### config.mk
export PLATFORM = sky130hd
export DESIGN_NAME = rle_byte_decoder
export DESIGN_NICKNAME = d
export VERILOG_FILES = /design/src/rtl/rle_pkg.sv /design/src/rtl/rle_fifo.sv /design/src/rtl/rle_front.sv /design/src/rtl/rle_back.sv /design/src/rtl/rle_byte_decoder.sv
export SDC_FILE = /design/constraint.sdc
export NUM_CORES = 1
export LEC_CHECK = 0
export ABC_CLOCK_PERIOD_IN_PS = 4900
export CORE_MARGIN = 2
export CORE_UTILIZATION = 55
export CTS_CLUSTER_SIZE = 28
export DETAILED_ROUTE_END_ITERATION = 8
export DONT_BUFFER_PORTS = 1
export PLACE_DENSITY = 0.8
export SETUP_SLACK_MARGIN = 0.2
export SLEW_MARGIN = 40
export SYNTH_ARGS = -nofsm -noshare
export SYNTH_HDL_FRONTEND = slang
export SYNTH_SLANG_ARGS = --single-unit
### constraint.sdc
create_clock -name aclk -period 4.9 [get_ports aclk]
set_input_delay 0.245 -clock aclk [delete_from_list [all_inputs] [get_ports aclk]]
set_output_delay 0.245 -clock aclk [all_outputs]
set_load 0.005 [all_outputs]
### src/rtl/rle_pkg.sv
`default_nettype none

package rle_pkg;

    // Lanes per output beat; out_lanes carries at most eight bytes.
    localparam int LANES = 8;
    localparam int GROUP = (LANES > 8) ? 8 : ((LANES < 1) ? 1 : LANES);
    localparam int OUT_LANES = 8;

    localparam logic [7:0] TAG_RUN = 8'd1;

    localparam logic [2:0] ST_OK          = 3'd0;
    localparam logic [2:0] ST_CUT_HEADER  = 3'd1;
    localparam logic [2:0] ST_CUT_VALUE   = 3'd2;
    localparam logic [2:0] ST_CUT_LITERAL = 3'd3;
    localparam logic [2:0] ST_SIZE        = 3'd4;

    localparam int QUEUE_DEPTH = 4;
    localparam int PTR_W = $clog2(QUEUE_DEPTH);
    localparam int CNT_W = $clog2(QUEUE_DEPTH + 1);

    // One unit of work for the back end: count copies of value (a literal
    // byte is a run of one), then an optional frame-end beat.
    typedef struct packed {
        logic [7:0] value;
        logic [7:0] count;
        logic       frame_end;
        logic [2:0] status;
    } cmd_t;

endpackage

`default_nettype wire

### src/rtl/rle_fifo.sv
`default_nettype none

module rle_fifo
    import rle_pkg::*;
(
    input  wire logic aclk,
    input  wire logic aresetn,
    input  wire logic push,
    input  wire cmd_t push_cmd,
    input  wire logic pop,
    output cmd_t      head_cmd,
    output logic      empty,
    output logic      full
);

    cmd_t             slot_reg [QUEUE_DEPTH];
    logic [PTR_W-1:0] wr_ptr_reg, wr_ptr_next;
    logic [PTR_W-1:0] rd_ptr_reg, rd_ptr_next;
    logic [CNT_W-1:0] fill_reg, fill_next;

    function automatic logic [PTR_W-1:0] ptr_inc(input logic [PTR_W-1:0] p);
        if (p == PTR_W'(QUEUE_DEPTH - 1)) begin
            return '0;
        end
        return p + PTR_W'(1);
    endfunction

    assign empty    = (fill_reg == '0);
    assign full     = (fill_reg == CNT_W'(QUEUE_DEPTH));
    assign head_cmd = slot_reg[rd_ptr_reg];

    always_comb begin
        wr_ptr_next = push ? ptr_inc(wr_ptr_reg) : wr_ptr_reg;
        rd_ptr_next = pop ? ptr_inc(rd_ptr_reg) : rd_ptr_reg;
        fill_next   = fill_reg;
        if (push && !pop) begin
            fill_next = fill_reg + CNT_W'(1);
        end else if (pop && !push) begin
            fill_next = fill_reg - CNT_W'(1);
        end
    end

    always_ff @(posedge aclk) begin
        if (!aresetn) begin
            wr_ptr_reg <= '0;
            rd_ptr_reg <= '0;
            fill_reg   <= '0;
        end else begin
            wr_ptr_reg <= wr_ptr_next;
            rd_ptr_reg <= rd_ptr_next;
            fill_reg   <= fill_next;
        end
    end

    always_ff @(posedge aclk) begin
        if (push) begin
            slot_reg[wr_ptr_reg] <= push_cmd;
        end
    end

    assert property (@(posedge aclk) disable iff (!aresetn) pop |-> !empty)
        else $error("queue popped while empty");
    assert property (@(posedge aclk) disable iff (!aresetn) push |-> (!full || pop))
        else $error("queue pushed while full");
    assert property (@(posedge aclk) disable iff (!aresetn)
        (push && !pop) |=> (fill_reg == $past(fill_reg) + CNT_W'(1)))
        else $error("queue fill count lost a push");

endmodule

`default_nettype wire

### src/rtl/rle_front.sv
`default_nettype none

module rle_front
    import rle_pkg::*;
(
    input  wire logic        aclk,
    input  wire logic        aresetn,
    input  wire logic        cfg_we,
    input  wire logic [31:0] cfg_wdata,
    input  wire logic        accept,
    input  wire logic [7:0]  in_byte,
    input  wire logic        last_byte,
    output logic             push,
    output cmd_t             push_cmd
);

    localparam logic [1:0] PH_TAG   = 2'd0;
    localparam logic [1:0] PH_COUNT = 2'd1;
    localparam logic [1:0] PH_VALUE = 2'd2;
    localparam logic [1:0] PH_LIT   = 2'd3;

    logic [31:0] expected_reg;
    logic [1:0]  phase_reg, phase_next;
    logic        run_reg, run_next;
    logic [7:0]  remaining_reg, remaining_next;
    logic [31:0] total_reg, total_next;
    logic [7:0]  addend;
    logic [32:0] sum;
    logic [31:0] total_sat;

    assign sum       = {1'b0, total_reg} + {25'd0, addend};
    assign total_sat = sum[32] ? 32'hFFFF_FFFF : sum[31:0];

    always_comb begin
        phase_next         = phase_reg;
        run_next           = run_reg;
        remaining_next     = remaining_reg;
        addend             = 8'd0;
        push_cmd.value     = in_byte;
        push_cmd.count     = 8'd0;
        push_cmd.frame_end = 1'b0;
        push_cmd.status    = ST_OK;

        unique case (phase_reg)
            PH_TAG: begin
                run_next   = (in_byte == TAG_RUN);
                phase_next = PH_COUNT;
            end
            PH_COUNT: begin
                remaining_next = in_byte;
                if (run_reg) begin
                    phase_next = PH_VALUE;
                end else begin
                    phase_next = (in_byte == 8'd0) ? PH_TAG : PH_LIT;
                end
            end
            PH_VALUE: begin
                push_cmd.count = remaining_reg;
                addend         = remaining_reg;
                remaining_next = 8'd0;
                phase_next     = PH_TAG;
            end
            default: begin
                push_cmd.count = 8'd1;
                addend         = 8'd1;
                if (remaining_reg != 8'd0) begin
                    remaining_next = remaining_reg - 8'd1;
                end
                if (remaining_next == 8'd0) begin
                    phase_next = PH_TAG;
                end
            end
        endcase

        total_next = total_sat;

        if (last_byte) begin
            push_cmd.frame_end = 1'b1;
            priority if (phase_next == PH_COUNT) begin
                push_cmd.status = ST_CUT_HEADER;
            end else if (phase_next == PH_VALUE) begin
                push_cmd.status = ST_CUT_VALUE;
            end else if (phase_next == PH_LIT) begin
                push_cmd.status = ST_CUT_LITERAL;
            end else if (expected_reg != 32'd0 && total_next != expected_reg) begin
                push_cmd.status = ST_SIZE;
            end else begin
                push_cmd.status = ST_OK;
            end
            phase_next     = PH_TAG;
            run_next       = 1'b0;
            remaining_next = 8'd0;
            total_next     = 32'd0;
        end

        push = accept && ((push_cmd.count != 8'd0) || last_byte);
    end

    always_ff @(posedge aclk) begin
        if (!aresetn) begin
            expected_reg  <= 32'd0;
            phase_reg     <= PH_TAG;
            run_reg       <= 1'b0;
            remaining_reg <= 8'd0;
            total_reg     <= 32'd0;
        end else begin
            if (cfg_we) begin
                expected_reg <= cfg_wdata;
            end
            if (accept) begin
                phase_reg     <= phase_next;
                run_reg       <= run_next;
                remaining_reg <= remaining_next;
                total_reg     <= total_next;
            end
        end
    end

    assert property (@(posedge aclk) disable iff (!aresetn)
        (phase_reg == PH_LIT) |-> (remaining_reg != 8'd0))
        else $error("literal phase with nothing owed");
    assert property (@(posedge aclk) disable iff (!aresetn)
        (accept && last_byte) |=> (phase_reg == PH_TAG && total_reg == 32'd0))
        else $error("frame state not cleared after last byte");
    assert property (@(posedge aclk) disable iff (!aresetn)
        (accept && !last_byte && phase_reg == PH_TAG) |-> !push)
        else $error("tag byte produced work");

endmodule

`default_nettype wire

### src/rtl/rle_back.sv
`default_nettype none

module rle_back
    import rle_pkg::*;
(
    input  wire logic        aclk,
    input  wire logic        aresetn,
    input  wire cmd_t        head_cmd,
    input  wire logic        empty,
    output logic             pop,
    output logic             m_valid,
    input  wire logic        m_ready,
    output logic [63:0]      m_out_lanes,
    output logic [3:0]       m_lane_count,
    output logic             m_frame_end,
    output logic [2:0]       m_status
);

    localparam logic [7:0] GROUP_B = 8'(GROUP);

    logic [7:0]  left_reg, left_next;
    logic [7:0]  value_reg, value_next;
    logic        end_reg, end_next;
    logic [2:0]  status_reg, status_next;
    logic        m_valid_reg, m_valid_next;
    logic [63:0] lanes_reg, lanes_next;
    logic [3:0]  count_reg, count_next;
    logic        fend_reg, fend_next;
    logic [2:0]  mstat_reg, mstat_next;
    logic        out_free;
    logic        step;
    logic [3:0]  n;
    logic [7:0]  left_after;
    logic        end_after;

    assign out_free = !m_valid_reg || m_ready;
    assign step     = out_free && ((left_reg != 8'd0) || end_reg);
    assign n        = (left_reg < GROUP_B) ? left_reg[3:0] : GROUP_B[3:0];

    always_comb begin
        left_after   = left_reg;
        end_after    = end_reg;
        m_valid_next = m_valid_reg && !m_ready;
        lanes_next   = lanes_reg;
        count_next   = count_reg;
        fend_next    = fend_reg;
        mstat_next   = mstat_reg;

        if (step) begin
            m_valid_next = 1'b1;
            if (left_reg != 8'd0) begin
                for (int i = 0; i < OUT_LANES; i++) begin
                    lanes_next[8*i +: 8] = (4'(i) < n) ? value_reg : 8'd0;
                end
                count_next = n;
                fend_next  = 1'b0;
                mstat_next = ST_OK;
                left_after = left_reg - {4'd0, n};
            end else begin
                lanes_next = 64'd0;
                count_next = 4'd0;
                fend_next  = 1'b1;
                mstat_next = status_reg;
                end_after  = 1'b0;
            end
        end

        pop         = (left_after == 8'd0) && !end_after && !empty;
        left_next   = pop ? head_cmd.count : left_after;
        end_next    = pop ? head_cmd.frame_end : end_after;
        value_next  = pop ? head_cmd.value : value_reg;
        status_next = pop ? head_cmd.status : status_reg;
    end

    always_ff @(posedge aclk) begin
        if (!aresetn) begin
            left_reg    <= 8'd0;
            end_reg     <= 1'b0;
            m_valid_reg <= 1'b0;
        end else begin
            left_reg    <= left_next;
            end_reg     <= end_next;
            m_valid_reg <= m_valid_next;
        end
    end

    always_ff @(posedge aclk) begin
        value_reg  <= value_next;
        status_reg <= status_next;
        lanes_reg  <= lanes_next;
        count_reg  <= count_next;
        fend_reg   <= fend_next;
        mstat_reg  <= mstat_next;
    end

    assign m_valid      = m_valid_reg;
    assign m_out_lanes  = lanes_reg;
    assign m_lane_count = count_reg;
    assign m_frame_end  = fend_reg;
    assign m_status     = mstat_reg;

    assert property (@(posedge aclk) disable iff (!aresetn)
        m_valid_reg |-> (fend_reg ? (count_reg == 4'd0)
                                  : (count_reg != 4'd0 && mstat_reg == ST_OK)))
        else $error("result beat mixes data and frame end");
    assert property (@(posedge aclk) disable iff (!aresetn)
        m_valid_reg |-> (count_reg <= GROUP_B[3:0]))
        else $error("lane count above group size");
    assert property (@(posedge aclk) disable iff (!aresetn)
        (left_reg != 8'd0 && out_free) |=> (left_reg == $past(left_reg) - {4'd0, $past(n)}
                                            || $past(pop)))
        else $error("run count did not advance");

endmodule

`default_nettype wire

### src/rtl/rle_byte_decoder.sv
`default_nettype none

// Channel   Direction  Handshake           Payload
// s_        in         s_valid / s_ready   s_in_byte[7:0], s_last_byte
// m_        out        m_valid / m_ready   m_out_lanes[63:0], m_lane_count[3:0],
//                                          m_frame_end, m_status[2:0]
// cfg       in         cfg_we              cfg_wdata[31:0] (expected size)
//
// The front end takes one input beat per cycle while its four-entry command
// queue has room. Tag and count bytes give no output; a literal byte costs the
// back end one output beat, a run value byte one beat per group of up to eight
// copies, and a frame end one further beat, so long runs set the sustained rate.
// Reset is synchronous on aresetn low and clears the parser, the queue and
// the output register; the expected size returns to zero.
// Either side may stall on its own: the queue and the output register
// decouple input acceptance from output back-pressure.
module rle_byte_decoder
    import rle_pkg::*;
(
    input  wire logic        aclk,
    input  wire logic        aresetn,
    input  wire logic        cfg_we,
    input  wire logic [31:0] cfg_wdata,
    input  wire logic        s_valid,
    output logic             s_ready,
    input  wire logic [7:0]  s_in_byte,
    input  wire logic        s_last_byte,
    output logic             m_valid,
    input  wire logic        m_ready,
    output logic [63:0]      m_out_lanes,
    output logic [3:0]       m_lane_count,
    output logic             m_frame_end,
    output logic [2:0]       m_status
);

    logic accept;
    logic push;
    logic pop;
    logic q_empty;
    logic q_full;
    cmd_t push_cmd;
    cmd_t head_cmd;

    // An input beat is only taken when the queue can hold whatever it
    // produces; every byte yields at most one command.
    assign s_ready = !q_full;
    assign accept  = s_valid && s_ready;

    rle_front u_front (
        .aclk      (aclk),
        .aresetn   (aresetn),
        .cfg_we    (cfg_we),
        .cfg_wdata (cfg_wdata),
        .accept    (accept),
        .in_byte   (s_in_byte),
        .last_byte (s_last_byte),
        .push      (push),
        .push_cmd  (push_cmd)
    );

    rle_fifo u_fifo (
        .aclk     (aclk),
        .aresetn  (aresetn),
        .push     (push),
        .push_cmd (push_cmd),
        .pop      (pop),
        .head_cmd (head_cmd),
        .empty    (q_empty),
        .full     (q_full)
    );

    // The back end expands each command into lane groups and the closing
    // frame-end beat, holding each in its output register until taken.
    rle_back u_back (
        .aclk         (aclk),
        .aresetn      (aresetn),
        .head_cmd     (head_cmd),
        .empty        (q_empty),
        .pop          (pop),
        .m_valid      (m_valid),
        .m_ready      (m_ready),
        .m_out_lanes  (m_out_lanes),
        .m_lane_count (m_lane_count),
        .m_frame_end  (m_frame_end),
        .m_status     (m_status)
    );

endmodule

`default_nettype wire

Yosys cells after proc, flatten, opt, wreduce, memory -nomap -nowiden:

Memories as Yosys holds them, arrays and structs flattened. A register that Yosys moved wholly into a read port is not among the register bits.
Index checks and enable logic that the tools add are counted.

* add/sub/neg operators: 7
* magnitude comparators: 9
* eq/ne operators: 11
* multiplexer cells: 40
* reduce and logical (&&, ||, !) cells: 42

Operators with widths (number)
* 32-bit two-way mux: 2
* 8-bit two-way mux: 6
* 32-bit by 8-bit adder with 33-bit output: 1
* 32-bit inequality test: 1
* 32-bit nonzero test: 1
* 8-bit logical NOT: 3
* 8-bit case mux with 3 select lines: 1
* 8-bit nonzero test: 3
* 2-bit two-way mux: 10
* 2-bit AND reduction: 10
* 3-bit two-way mux: 6
* 3-bit by 4-bit less-than comparator with 1-bit output, first input constant: 4
* 8-bit case mux with 2 select lines: 1
* 1-bit two-way mux: 11
* 2-bit == test, second input constant: 5
* 1-bit logical AND: 9
* 8-bit by 1-bit == test with 1-bit output, second input constant: 1
* 1-bit by 4-bit less-than comparator with 1-bit output, first input constant: 2
* 2-bit by 4-bit less-than comparator with 1-bit output, first input constant: 2
* 8-bit by 4-bit less-than comparator with 1-bit output, second input constant: 1
* 4-bit two-way mux: 2
* 8-bit by 1-bit subtractor with 8-bit output, second input constant: 1
* 8-bit by 4-bit subtractor with 8-bit output: 1
* 1-bit logical NOT: 7
* other kinds (13): 18

* bits in registers: 175
* bits in writable memories: 80
* input bits: 46
* output and inout port bits: 74
* word-level logic and storage cells: 134
* memories kept: 1

Memory list
* u_fifo.slot_reg: words 4, width 20, read ports 1, clocked after Yosys merged registers in 1, wr ports 1, line rle_fifo.sv:16 `cmd_t slot_reg [QUEUE_DEPTH];`

Logic depth before layout (Yosys ltp):

* depth in word-level cells: 12
* mapped depth: 19
* depth with buffers taken out: 17

Hierarchy:

A second synthesis with hierarchy kept.

* cells, all modules: 1072
* area, all modules: 12410.7 µm²

Modules (own cells, without submodules)
* rle_front: times used 1, cells each 669, area an instance 5372.7 µm², sequential area each 1501.4 µm²
* rle_back: times used 1, cells each 253, area an instance 3684.8 µm², sequential area each 2692.6 µm²
* rle_fifo: times used 1, cells each 148, area an instance 3343.2 µm², sequential area each 2582.5 µm²
* rle_byte_decoder: times used 1, cells each 2, area an instance 10.0 µm², sequential area each 0.0 µm²

Worst setup path before layout:

No wires, ideal clock.

* path kind: flip-flop to flip-flop
* start point: reg u_back.left_reg[4]
* end point: reg u_fifo.fill_reg[2]
* library setup time: 0.071 ns
* data arrival time: 4.224 ns
* required time: 4.829 ns
* setup slack: 0.605 ns
* stages on the path, launching flop included: 14
* buffers on the path: 1
* clock period less this slack: 4.295 ns
* path through: dfxtp_1 > or4_4 > nor4b_4 > a21o_4 > inv_1 > a31oi_1 > or4_4 > buf_6 > ha_1 > inv_1 > fa_1 > xor2_1 > or3_1 > a21oi_1

* elaborated cells between the ends (all ways): 19
* those cells by class: 1 x add/sub; 1 x order compare; 6 x mux; 11 x reduce/logical

RTL lines
* start: declaration: line rle_back.sv:21 `logic [7:0] left_reg, left_next;`
* start signal: assignment: line rle_back.sv:81 `left_reg <= left_next;`
* 8-bit nonzero test *: line rle_back.sv:37 `assign step = out_free && ((left_reg != 8'd0) || end_reg);`
* 1-bit logical OR *: line rle_back.sv:37
* 1-bit logical AND *: line rle_back.sv:37
* via u_back.step: line rle_back.sv:31 `logic step;`
* 8-bit two-way mux or 1-bit two-way mux (tied branches): line rle_back.sv:49 `if (step) begin`
* 8-bit logical NOT or 1-bit logical NOT (tied branches): line rle_back.sv:68 `pop = (left_after == 8'd0) && !end_after && !empty;`
* 1-bit logical AND * (2 in a row): line rle_back.sv:68
* 1-bit logical NOT: line rle_fifo.sv:36 `if (push && !pop) begin`
* 1-bit logical AND: line rle_fifo.sv:36
* 3-bit two-way mux or 2-bit nonzero test (tied branches)
* end signal: assignment: line rle_fifo.sv:51 `fill_reg <= fill_next;`
* end: declaration: line rle_fifo.sv:19 `logic [CNT_W-1:0] fill_reg, fill_next;`

The timed path passes the listed nets; every way through them passes the cells marked *.
A chain may end at the register's enable or synchronous reset.

==> summary.md <==
| Metric | Value |
|---|---|
| CTS tree | `done` |
| RSZ-0062 raised after global routing | `no` |
| Number of global-route vias before repair | `9,085` |
| Critical path cell sequence | `inv_1, ha_1, a21o_1, ha_1, fa_1, a211oi_2, o31a_1, a21oi_2, and4_2, or4_1, a311oi_1, o2111ai_1, nor4_2, a311oi_2` |
| Area grow syn2layout | `15.3%` |
| Area share of the largest cell type after synthesis | `0.399` |
| Fin Hold WS | `12.0 ps` |
| # diodes | `0` |
| Core ar. | `21,800 um^2` |
| Die area | `23,500 um^2` |
| WL per Instance | `about 22 um` |
| Die H | `153 um` |
| Non-filler cells in the finished layout | `1,459` |
| Max Cap Viol | `0` |
| Largest net degree at the start of global routing | `75` |
| CP Max Fanout | `9` |
| Synth area leader | `edfxtp_1` |
| Placed cells | `1,334` |
| Max Fclk | `222 MHz` |
| Final GP Congestion | `0.969` |
| Critical path class | `flop to flop` |
| CP dominant cell by count | `ha_1` |
| Clk slew on worst S/H paths | `60 ps` |
| Max VDD drop | `around 0.45 mV` |
| Worst-Skew Late Latency | `roughly 550 ps` |
| Flops & latches, synth | `257` |
| Crit path time final | `4500 ps` |
| Nets | `1,229` |
| DR vias | `9,298` |
| Clock Skew | `14.9 ps` |
| First-pass GRT wire length | `approximately 50 mm` |
| Clock Sinks | `257` |
| Leak Pwr | `about 5.2 nW` |
| Slew @ Worst Pin | `790 ps` |
| Status | `complete, no violations` |
| Overflow after GRT | `0` |
| Yosys cell types | `just under 80` |
| CP endpoint kind | `flop` |
| Relative slew margins | `0.471` |
| Cells after Synth | `between 1k and 1.5k` |
| Final period util | `0.919` |
| Clk root buf | `clkbuf_16` |
| Clock Tree Buf Depth | `3` |
| Commonest cells in the netlist | `edfxtp_1 (163), nor2_1 (153), dfxtp_1 (94)` |
| Starting DRT DRC Count | `approximately 870` |
| CP max-delay cell | `or4_1` |
| Post-route ant nets | `0` |
| Synth Warn # | `0` |
| Io pins | `120` |
| Fin. max-slew vios | `0` |
| Max reg flops | `80` |
| Top cells by area, synth | `edfxtp_1 (40%), dfxtp_1 (15%), nor2_1 (4.7%)` |
| Synthesized Nets | `1,168` |
| Post-DP Area | `12,500 um^2` |
| Final wirelength | `32.0 mm` |
| Drt first pass iters | `5` |
| Synth Area per Inst | `between 10 and 15 um^2` |
| Die width | `153 um` |
| Sequential fraction of the synthesis area | `0.553` |
| Worst path max stage delay | `500 ps` |
| Starting Density | `0.561` |
| Setup_tns | `0 ps` |
| Final number of hold-violating endpoints | `0` |
| Data arrival, critical path | `4750 ps` |
| IO buf count | `0` |
| Final instance area | `14,100 um^2` |
| Worst EP required | `5150 ps` |
| Initial antenna violation count | `0` |
| Area of the mapped netlist | `between 10,000 and 15,000 um^2` |
| Critical Path Start Type | `flop` |
| Worst Hold Class | `input port to flop` |
| CTS HTree Levels | `1` |
| Total GRT Usage | `0.271` |
| Ys flop type | `edfxtp_1` |
| DRC violations left | `0` |
| Synth async-reset ratio | `0` |
| EDFF count, synth | `163` |
| Count leader, synth | `edfxtp_1` |
| Row count | `54` |
| Final setup viols | `0` |
| Layout cell share with drive strength beyond 1 | `0.0933` |
| DP HPWL | `around 20 mm` |
| Design Power | `6.74 mW` |
| Vias/cell | `6.37` |
| P per Cell Area | `477 nW/um^2` |
| Clock buffers created by TritonCTS | `26` |
## cell usage in the layout, fill, tap and decap left out, types with 8 or more instances in the layout
cell           instances
a211oi_1               8
a21oi_1               51
a22oi_1               13
a31oi_1               14
and2_1                33
and3_1                 9
buf_4                 10
clkbuf_1               9
clkbuf_16             26
dfxtp_1               92
dlygate4sd3_1         76
edfxtp_1             163
ha_1                  22
inv_1                 25
mux2i_1               41
mux4_2                20
nand2_1               51
nand3_1               27
nand4_1               13
nor2_1               153
nor2b_1               28
nor3_1                31
nor4_1                14
o21a_1                 9
o21ai_0               39
o221a_2                8
o22ai_1                8
xnor2_1               25
xor2_1                14
## final timing paths
path / depth (start not counted) / from / slack (ps) / endpoint
max reg2reg: 14 / u_front.phase_reg[0]$_SDFFE_PN0P_ / 400 / u_fifo.slot_reg[1][2]$_DFFE_PP_
min reg2reg: 2 / u_front.total_reg[6]$_SDFFE_PN0P_ / 470 / u_front.total_reg[6]$_SDFFE_PN0P_
min: 4 / s_in_byte[6] / 10 / u_front.remaining_reg[6]$_SDFFE_PN0P_
max: 14 / u_front.phase_reg[0]$_SDFFE_PN0P_ / 400 / u_fifo.slot_reg[1][2]$_DFFE_PP_
## metal layers
layer  vias up  track usage  routed length (um)
met5         -            0                   0
met4         0       0.0992                1270
met3       111       0.0581                2770
met2       490        0.440               15300
met1      4503        0.362               12700
li1       4194            -                   -
## layout make-up
type                       count  area, um^2
fill                        1563        7690
sequential                   257        6780
multi-input combinational    757        5210
timing repair buffer          89         878
clock buffer                  35         684
tap                          280         350
clock inverter                13         125
inverter                      28         105
## power breakdown
part / switching (mW) / internal, mW / leakage [nW]
logic: 0.998 / 0.543 / 2.39
clock network: 0.833 / 1.05 / 0.393
registers: 0.305 / 3.01 / 2.39
total: 2.14 / 4.60 / 5.17
## cells by family after synthesis
| kind of cell | synth area share |
|---|---|
| AND/OR/NAND/NOR | 0.172 |
| flip-flops | 0.553 |
| AO/OA/AOI/OAI | 0.119 |
| buffers and inverters | 0.0271 |
| multiplexers | 0.0712 |
| XOR/XNOR | 0.0316 |
| adder cells (fa/ha/maj) | 0.0257 |
| other | 0.000306 |
## repair_timing
item	in CTS	in global routing
endpoints found under the setup margin	0	4
hold buffers	77	0
resized for setup	0	6
hold endpoints to repair	107	0
buffers inserted	0	0
## worst max-delay path, delay by kind of cell, from the launching register on
family	cells	cell delay, ps
AO/OA/AOI/OAI	7	1700
adder cells (fa/ha/maj)	3	980
buffers and inverters	1	80
flip-flops	1	380
AND/OR/NAND/NOR	3	1080
## stage by stage
step                      worst slack (ps)  utilization
final                                  397        0.648
after global routing                   165        0.648
after CTS                              288        0.645
after detailed placement               302        0.573
after global placement                 465        0.572
after floorplan                        605            -
No activity file was read; power rests on OpenSTA's default activity.
